**config.mk**
```make
export PLATFORM = sky130hd
export DESIGN_NAME = lai_tap_cell
export DESIGN_NICKNAME = d
export VERILOG_FILES = /design/src/sv/assert_macros.svh /design/src/sv/lai_pkg.sv /design/src/sv/lai_tap_cell.sv
export SDC_FILE = /design/constraint.sdc
export NUM_CORES = 1
export LEC_CHECK = 0
export BUFFER_PORTS_ARGS = -buffer_cell sky130_fd_sc_hd__clkbuf_2
export CORE_UTILIZATION = 60
export DETAILED_ROUTE_END_ITERATION = 10
export GPL_TIMING_DRIVEN = 0
export PLACE_DENSITY_LB_ADDON = 0.15
export SLEW_MARGIN = 20
export SYNTH_ARGS = -nofsm -noshare
export SYNTH_HDL_FRONTEND = slang
export SYNTH_SLANG_ARGS = --single-unit
```
**constraint.sdc**
```tcl
create_clock -name clk -period 11.1 [get_ports clk]
set_input_delay 0.555 -clock clk [delete_from_list [all_inputs] [get_ports clk]]
set_output_delay 0.555 -clock clk [all_outputs]
set_load 0.01 [all_outputs]
```
**src/sv/assert_macros.svh**
```systemverilog
`ifndef ASSERT_MACROS_SVH
`define ASSERT_MACROS_SVH

// same-cycle implication, checked on every rising clock edge out of reset
`define ASSERT_SAME(lbl, ante, cons, msg) \
    lbl: assert property (@(posedge clk) disable iff (!rst_n) (ante) |-> (cons)) \
        else $error(msg);

// implication in the next clock cycle
`define ASSERT_NEXT(lbl, ante, cons, msg) \
    lbl: assert property (@(posedge clk) disable iff (!rst_n) (ante) |=> (cons)) \
        else $error(msg);

`endif

```
**src/sv/lai_pkg.sv**
```systemverilog
`timescale 1ns / 1ps

package lai_pkg;

    localparam int SAMPLE_BITS_DEF = 11;
    localparam int W_EXTRA_BITS = 5;
    localparam int COEF_BITS = 12;
    localparam int COEF_SHIFT = 12;
    localparam int CFG_IDX_BITS = 3;

    localparam logic [CFG_IDX_BITS-1:0] REG_COEF_W_NOW = 3'd0;
    localparam logic [CFG_IDX_BITS-1:0] REG_COEF_W_ONE = 3'd1;
    localparam logic [CFG_IDX_BITS-1:0] REG_COEF_W_TWO = 3'd2;
    localparam logic [CFG_IDX_BITS-1:0] REG_FBK_W_TWO = 3'd3;
    localparam logic [CFG_IDX_BITS-1:0] REG_FBK_W_THREE = 3'd4;
    localparam logic [CFG_IDX_BITS-1:0] REG_COEF_X_PREV = 3'd5;

    localparam logic signed [COEF_BITS-1:0] RST_COEF_W_NOW = 12'sd211;
    localparam logic signed [COEF_BITS-1:0] RST_COEF_W_ONE = 12'sd423;
    localparam logic signed [COEF_BITS-1:0] RST_COEF_W_TWO = 12'sd211;
    localparam logic signed [COEF_BITS-1:0] RST_FBK_W_TWO = -12'sd61;
    localparam logic signed [COEF_BITS-1:0] RST_FBK_W_THREE = -12'sd75;
    localparam logic signed [COEF_BITS-1:0] RST_COEF_X_PREV = 12'sd378;

    typedef enum logic [2:0] {
        ST_IDLE,
        ST_MUL,
        ST_SUMW,
        ST_MUL0,
        ST_SUMY
    } lai_state_t;

    typedef struct packed {
        logic mul_en;
        logic shift_en;
    } lai_tap_ctrl_t;

endpackage

```
**src/sv/lai_tap_cell.sv**
```systemverilog
`timescale 1ns / 1ps

module lai_tap_cell
    import lai_pkg::*;
#(
    parameter int W_BITS = SAMPLE_BITS_DEF + W_EXTRA_BITS
)
(
    input  logic                        clk,
    input  logic                        rst_n,
    input  lai_tap_ctrl_t               ctrl,
    input  logic signed [W_BITS-1:0]    value_in,
    input  logic signed [COEF_BITS-1:0] coef_fb,
    input  logic signed [COEF_BITS-1:0] coef_ff,
    output logic signed [W_BITS-1:0]    value_out,
    output logic signed [W_BITS-1:0]    prod_fb,
    output logic signed [W_BITS-1:0]    prod_ff
);

    localparam int P_BITS = COEF_BITS + W_BITS;

    logic signed [W_BITS-1:0] value_reg;
    logic signed [W_BITS-1:0] prod_fb_reg;
    logic signed [W_BITS-1:0] prod_ff_reg;
    logic signed [P_BITS-1:0] full_fb;
    logic signed [P_BITS-1:0] full_ff;

    assign full_fb = P_BITS'(coef_fb) * P_BITS'(value_reg);
    assign full_ff = P_BITS'(coef_ff) * P_BITS'(value_reg);

    // delayed value, moves one cell down the line per item
    always_ff @(posedge clk or negedge rst_n)
    begin
        if (!rst_n)
        begin
            value_reg <= '0;
        end
        else if (ctrl.shift_en)
        begin
            value_reg <= value_in;
        end
    end

    // floor shift of each product is just the upper slice
    always_ff @(posedge clk)
    begin
        if (ctrl.mul_en)
        begin
            prod_fb_reg <= $signed(full_fb[COEF_SHIFT +: W_BITS]);
            prod_ff_reg <= $signed(full_ff[COEF_SHIFT +: W_BITS]);
        end
    end

    assign value_out = value_reg;
    assign prod_fb = prod_fb_reg;
    assign prod_ff = prod_ff_reg;

endmodule
```
Word level (Yosys, flattened, before mapping):

Index checks and enable logic that the tools add are counted.

* register bits after elaboration: 48
* word-level logic and storage cells: 5

* multipliers: 2

Operators by type and width (number)
* multiplier 12 x 16 -> 28 bit: 2

Depth between registers and ports, before layout:

Gate-level depths: netlist (run 1).

* depth in word-level cells: 1
* depth in mapped cells: 21

Worst setup path after synthesis (run 1):

No wires, ideal clock.

* path kind: input port to flip-flop
* start: input coef_fb[0]
* end: register prod_fb_reg[14], in the netlist prod_fb[14], data pin
* setup time: 0.264 ns
* arrival time: 5.201 ns
* required time: 10.836 ns
* cell stages on the path: 20
* buffers on the path: 1
* setup slack: 5.635 ns
* cell sequence: clkbuf_1 nand2_1 fa_1 inv_1 ha_1 inv_1 fa_1 inv_1 fa_1 inv_1 fa_1 inv_1 ha_1 nand2_1 o21a_1 a31oi_1 o41ai_4 o211a_1 o21bai_1 a22oi_1

* cells in the longest elaborated chain, start to end: 1

RTL lines
* start, declared: RTL line lai_tap_cell.sv:13 `input logic signed [COEF_BITS-1:0] coef_fb,`
* multiplier 12 x 16 -> 28 bit: RTL line lai_tap_cell.sv:28 `assign full_fb = P_BITS'(coef_fb) * P_BITS'(value_reg);`
* named net full_fb[26]: RTL line lai_tap_cell.sv:25 `logic signed [P_BITS-1:0] full_fb;`
* end signal, assigned: RTL line lai_tap_cell.sv:49 `prod_fb_reg <= $signed(full_fb[COEF_SHIFT +: W_BITS]);`
* end, declared: RTL line lai_tap_cell.sv:23 `logic signed [W_BITS-1:0] prod_fb_reg;`

The timed path passes the listed nets, and every way through them passes these cells.
A chain may end at the register's enable or synchronous reset.

Worst setup path after layout (run 1):

* start: register value_reg[15], in the netlist value_out[15]
* end: register prod_fb_reg[14], in the netlist prod_fb[14], data pin

* cells in the longest elaborated chain, start to end: 1

RTL lines
* start, declared: RTL line lai_tap_cell.sv:22 `logic signed [W_BITS-1:0] value_reg;`
* start signal, assigned: RTL line lai_tap_cell.sv:40 `value_reg <= value_in;`
* multiplier 12 x 16 -> 28 bit: RTL line lai_tap_cell.sv:28
* named net full_fb[26]: RTL line lai_tap_cell.sv:25

The timed path passes the listed nets, and every way through them passes these cells.

==> results, run 1 <==
- The global-route usage over all layers is 0.2835.
- The HPWL after detailed placement is roughly 28000 um.
- The final instance count without filler cells is about 2000.
- The core region is ~0.024 mm^2.
- The count of standard-cell rows is 57.
- The pin count of the biggest net entering global routing is 33.
- Input and output buffers added on the ports amount to 90.
- Synthesis produced a netlist whose cell count is roughly 1600.
- The vertical die dimension is 159.1 um.
- The total clock sinks is 48.
- The critical path data required time is approximately 11 ns.
- The number of endpoints failing setup at the final stage is 0.
- The die span in x is between 150 and 200 um.
- The post-synthesis to final-layout area growth is 6.896%.
- The number of hold buffers added after cts is 0.
- The total standard cell area after synthesis is 0.01481 mm^2.
- The quantity of gates resized following cts is 0.
- Using the TritonRoute via totals, the vias-per-cell ratio works out to around 5.4.
- The largest total area in the synthesized netlist belongs to fa_1.
- In this design, the stage delay of the slowest critical-path cell is about 0.6 ns.
- The initial utilization of the core area, before any placement, comes to 0.6106.
- The largest clock skew in the final design is 0.01183 ns.
- The category of the worst setup path capture point is a flip-flop.
- The via count of the routed design is about 11000.
- After clock tree synthesis, the clock-pin slew on the worst setup and hold paths is ~0.090 ns.
- Of the post-synthesis cell area, the dominant cell type holds 0.4759.
- The TritonCTS clock tree is yes.
- The deepest level of the CTS H-tree is 2.
- In this run the tightest slew margin relative to its limit is 0.3680.
- The most common library cell in the layout ignoring fill and taps is inv_1.
- The final critical-path required period is 6.233 ns.
- In this run the remaining antenna-violating nets after routing total 0.
- On the critical path the largest part of the delay comes from adder cells.
- In this run, placement finished with an instance count of 1993.
- The net count after synthesis is approximately 2100.
- Of all nets on the critical path, the largest fanout is 10.
- The first-pass detailed-route iteration total is 6.
- Global routing finished with a remaining overflow of 0.
- The share of the Yosys chip area taken by registers is 0.09194.
- The die area is 0.02531 mm^2.
- Wires add up to approximately 33000 um.
- After synthesis the netlist holds a flip-flop and latch count of 48.
- The number of setup buffers added after CTS is 0.
- Timing would allow up to approximately 160 MHz.
- By startpoint and endpoint, the worst setup path is classified as reg -> reg.
- In this run the worst hold path is classified as in -> async.
- The initial antenna violation count was 0.
- After synthesis, the netlist uses 48 different library cells.
- For this run, the number of Yosys warnings is 0.
- The number of nets in the final layout is 2184.
- The number of global-route vias before repair is between 10000 and 15000.
- The max-slew violation total from the final report is 0.
- The number of synthesized flops with an enable pin is 32.
- Setup repair after global routing left no endpoint under its margin.
- For this run, asynchronously set or reset flops after synthesis account for 0.3333.
- After synthesis, the cell types taking the most area are fa_1 (48%), inv_1 (10%), ha_1 (9.5%).
- During I/O placement, the number of pins put on the boundary was between 90 and 100.
- The DRC violation count after routing is 0.
- The max capacitance violation total is 0.
- Summed over all failing endpoints, the final setup total negative slack is 0 ns.
- The dominant cell type by count on the critical path is inv_1.
- Dividing the final minimum period by the clock period gives 0.5616.
- The launching element type of the critical path is a flip-flop.
- Clock latency on the worst-skew pair, taken at its later pin, is approximately 0.32 ns.
- The flow ran to the end, and the final reports show no timing, DRC or antenna violations.
- The number of endpoints with negative hold slack in the final report is 0.
- The largest individual stage delay along the critical path comes from the cell fa_1.
- The dominant synthesized flop cell is edfxtp_1.
- Counting both buffers and inverters, the worst setup path holds a total of 6.
- Dividing the detail-routed wire length by the instance count gives 16.26 um.
- The placer's final routability congestion estimate is roughly 0.92.
- The starting DRC count in detailed routing is slightly below 700.
- The slew at the pin with the worst max-slew slack is 0.9480 ns.
- Counting along the longest clock path gives a buffer depth of 2.
- Of the cells placed in the final design, the portion with a size suffix greater than 1 is 0.07215.
- The root buffer selected by CTS is clkbuf_16.
- The arrival time of data at the critical path endpoint is about 6.3 ns.
- Dividing the synthesized area by the synthesized cell count gives about 9.4 um^2.
- Traced cell by cell, the critical path runs through clkbuf_1, nand2_1, fa_1, inv_1, ha_1, inv_1, fa_1, inv_1, fa_1, inv_1, fa_1, inv_1, ha_1, nand2_1, o21a_1, a31oi_1, o41ai_4, o211a_1, o21bai_1, a22oi_1.
- The number of fill cells is 2059.
- The first global-routing pass estimated roughly 56000 um of wire.
- TritonCTS created 5 clock buffers.
- The top cell types in the final layout, fill and taps aside, are inv_1 (409), fa_1 (352), nand2_1 (246).
- The repair_antennas step left the layout with diodes totalling 0.
cell families after synthesis:
| kind of cell | share of synthesized area |
|---|---|
| AND/OR/NAND/NOR | 0.1407 |
| multiplexers | 0.01217 |
| adder cells (fa/ha/maj) | 0.5706 |
| XOR/XNOR | 0.02484 |
| flip-flops | 0.09194 |
| AO/OA/AOI/OAI | 0.04115 |
| buffers and inverters | 0.1186 |
routing by layer:
metal / GRT usage / up-vias / wire length [um]
met5: 0 / - / 0
met4: 0.06119 / 0 / 506
met3: 0.04741 / 38 / 2798
met2: 0.4735 / 410 / 16100
met1: 0.3927 / 5629 / 13130
li1: - / 4814 / -
stage by stage:
stage	setup slack, ns	hold slack, ns	area (um^2)	utilization
after floorplan	5.635	0.2594	14810	-
after global placement	4.954	0.5239	15660	0.6459
after detailed placement	4.857	0.5235	15660	0.6459
after CTS	4.862	0.1786	15830	0.6527
after global routing	4.546	0.2040	15830	0.6527
final	4.867	0.1758	15830	0.6527
cell type report:
| cell class | instances | area (um^2) | share of cell area |
|---|---|---|---|
| multi-input cells | 1063 | 11690 | 0.7385 |
| well taps | 324 | 405.4 | 0.02561 |
| plain buffers | 59 | 221.5 | 0.01399 |
| repair buffers | 90 | 450.4 | 0.02846 |
| clock inverters | 2 | 15.01 | 0.0009486 |
| clock buffers | 6 | 150.1 | 0.009486 |
| flip-flops and latches | 48 | 1361 | 0.08601 |
| inverters | 409 | 1535 | 0.09700 |
synth_stat cells (7+ instances only):
| cell type | instances |
|---|---|
| nand2b_1 | 9 |
| edfxtp_1 | 32 |
| nand2_1 | 246 |
| o21ai_0 | 11 |
| mux2_2 | 16 |
| a21o_1 | 8 |
| xnor2_1 | 35 |
| nor3_1 | 9 |
| xor2_1 | 7 |
| a21oi_1 | 25 |
| dfrtp_1 | 16 |
| nand3_1 | 10 |
| fa_1 | 352 |
| inv_1 | 409 |
| ha_1 | 112 |
| nor2_1 | 51 |
| and2_1 | 112 |
| clkbuf_1 | 57 |
worst register-to-register path, delay by kind of cell (launching register included):
kind / cells / cell delay [ns]
fa+ha+maj: 6 / 2.99
compound gates: 6 / 1.17
buf+inv: 6 / 0.95
flops: 1 / 0.51
simple gates: 2 / 0.38
path summary, 6_finish.rpt:
check                               from            end  slack (ns)  depth (start not counted)
max                        value_out[15]    prod_fb[14]        4.87                         20
min                                rst_n   value_out[3]        0.18                          1
max reg2reg                value_out[15]    prod_fb[14]        4.87                         20
min reg2reg                 value_out[0]   value_out[0]        0.72                          1
max in group asynchronous          rst_n   value_out[0]       10.59                          1
min in group clk            value_in[11]  value_out[11]        0.47                          2
Power of run 1 is left out: the tool's default activity adds up to more than one toggle a clock period on the data nets, which glitch-free logic cannot reach.
==> run 2: changes to the inputs <==
Clock period 11.1 ns to 6.2 ns, I/O delays scaled along.
==> run 2 against run 1 <==
  * Cell count about the same
  * Utilization up 0.12 points
  * Final area grew 0.18%
  * Critical path depth decreased by 3
  * Via count about the same
  * Worst setup slack lost 4.6 ns
==> results, run 2 (synthesis results as in run 1) <==
- Wires add up to between 30000 and 40000 um.
- In the routed layout, each cell is associated on average with a via count of 5.437.
- For this run, the top clock speed supported by timing is 168.3 MHz.
- From synthesis to final layout, the design area changed by 7.090%.
- Between clock sinks in the finished design, the worst skew comes to around 0.012 ns.
- The remaining antenna violation count after routing is 0.
- In the layout the commonest cells are inv_1 (409), fa_1 (352), nand2_1 (246).
- The number of endpoints failing setup at the final stage is 0.
- The clock passes through at most 2 buffers.
- The die is around 160 um tall.
- Dividing the final minimum period by the clock period gives 0.9581.
- The die span in x is 159.1 um.
- The normalized max-slew margin is 0.3719.
- For the worst setup path, the data arrival time is 6.01 ns.
- The DRC violation count after routing is 0.
- By startpoint and endpoint, the worst setup path is classified as reg -> reg.
- The root buffer selected by CTS is clkbuf_16.
- For this block, the via count after detailed routing is about 11000.
- The net count of the finished layout is about 2200.
- The starting DRC count in detailed routing is around 770.
- The clock slew seen by the registers of the worst setup and hold paths is roughly 0.090 ns.
- The initial antenna violation count was 0.
- After filler insertion, the fill cell instance count of the layout stands at around 2100.
- 0 antenna diodes ended up in the layout.
- In this run the worst hold path is classified as in -> reg.
- The region available for standard cell placement spans 0.02425 mm^2.
- The total clock sinks is between 40 and 50.
- The floorplan has 57 rows.
- The peak per-stage delay on the critical path is around 0.63 ns.
- Detailed placement ended at an HPWL of roughly 28000 um.
- The number of endpoints with negative hold slack in the final report came to 0.
- The number of clock buffers inserted by TritonCTS is 5.
- The highest layer used for signal routing is met4.
- In this run the tool buffered the top-level ports with 90 buffer cells.
- The TritonCTS clock tree is yes.
- The first global-routing pass estimated about 56000 um of wire.
- The number of placed instances, taps included, is approximately 2000.
- The fraction of layout cells with a size suffix above 1 is 0.07986.
- The I/O pin count is roughly 90.
- The detailed-route wire length per cell is about 16 um.
- The pin count of the biggest net entering global routing is 33.
- Measured on the finished design, the core utilization comes to 0.6539.
- The count of cells in the finished layout, fillers not included, comes to about 2000.
- The initial utilization of the core area, before any placement, comes to 0.6106.
- The slew at the pin with the worst max-slew slack is about 0.94 ns.
- The die area is about 0.025 mm^2.
- At the end of routability-driven placement, the weighted congestion stood at 0.9170.
- The number of global-route vias before repair came to around 12000.
- The later pin in the worst-skew pair is clocked with a latency of approximately 0.32 ns.
- The launching element type of the critical path is a flip-flop.
- The slowest stage of the critical path is the dfrtp_1 cell.
- For this run the aggregate overflow at the end of global routing stands at 0.
- The tool flagged a number of max-cap violations equal to 0.
- STA puts the critical path data required time at about 6.3 ns.
- Once the clock tree was built, the setup fixing pass inserted 0 buffers.
- Setup repair after global routing left no endpoint under its margin.
- Of all nets on the critical path, the largest fanout is 10.
- STA classifies the critical path endpoint as a flip-flop.
- The signal on the critical path passes through clkbuf_1, nand2_1, fa_1, fa_1, inv_1, fa_1, fa_1, inv_1, fa_1, inv_1, ha_1, nand3_1, o31ai_2, o21ai_2, o31ai_1, a21oi_1, xnor2_1.
- The detailed router put a total of around 13000 um of wire on met1.
- The library cell used most frequently in the layout, excluding fill and tap cells, is inv_1.
- The routed wire length on met2 is roughly 16000 um.
- The deepest level of the CTS H-tree is 2.
- The flow ran to the end, and the final reports show no timing, DRC or antenna violations.
- The wire length on met3 is between 2000 and 3000 um.
- By instance count, the cell type seen most on the critical path is fa_1.
- The global-route usage over all layers is 0.2837.
- The max-slew violation total from the final report was 0.
- For this run, the detailed router's first-pass iteration total came to 5.
- The routed design could run at a clock period as short as just under 6 ns.
[run 2: per-stage QoR]
step | setup TNS (ns) | hold slack, ns | instance area [um^2] | worst slack (ns)
3_3_place_gp | 0 | 0.2789 | 15660 | 0.08385
6_report | 0 | 0.2214 | 15860 | 0.2599
2_1_floorplan | 0 | 0.01441 | 14810 | 0.8188
4_1_cts | 0 | 0.2187 | 15840 | 0.1533
3_5_place_dp | -0.002049 | 0.2785 | 15660 | -0.002049
5_1_grt | 0 | 0.2230 | 15860 | 0.001937
[run 2: worst paths after layout]
kind                              startpoint            to  slack (ns)  cells after the start
worst max-delay path            value_out[5]   prod_ff[11]        0.26                     17
worst min-delay path             value_in[1]  value_out[1]        0.22                      2
worst max register to register  value_out[5]   prod_ff[11]        0.26                     17
worst min register to register  value_out[0]  value_out[0]        0.72                      1
max in group asynchronous              rst_n  value_out[0]        5.38                      2
min in group asynchronous              rst_n  value_out[3]        0.48                      2
[run 2: what timing repair did]
action,in CTS,in global routing
setup endpoints to repair,1,8
resized for setup,1,26
hold endpoints to repair,16,0
hold buffers,1,0
[run 2: area by class of cell]
type	instances	area, um^2	area share
well taps	324	405.4	0.02557
clock buffers	6	150.1	0.009469
plain buffers	59	240.2	0.01515
multi-input cells	1063	11690	0.7372
flip-flops and latches	48	1361	0.08585
clock inverters	2	15.01	0.0009469
repair buffers	91	460.4	0.02904
inverters	409	1535	0.09682
[run 2: metal layers]
metal  global-route usage  vias to the layer above
met5                    0                        -
met1               0.3927                     5590
met4              0.06119                        0
met3              0.04741                       42
met2               0.4739                      434
li1                     -                     4818
[run 2: critical path, delay by kind of cell (launching register included)]
kind	cells	cell delay, ns
compound gates	4	1.24
xor+xnor	1	0.14
fa+ha+maj	6	2.73
buf+inv	4	0.65
flops	1	0.63
simple gates	2	0.28
Power of run 2 is left out for the same reason.
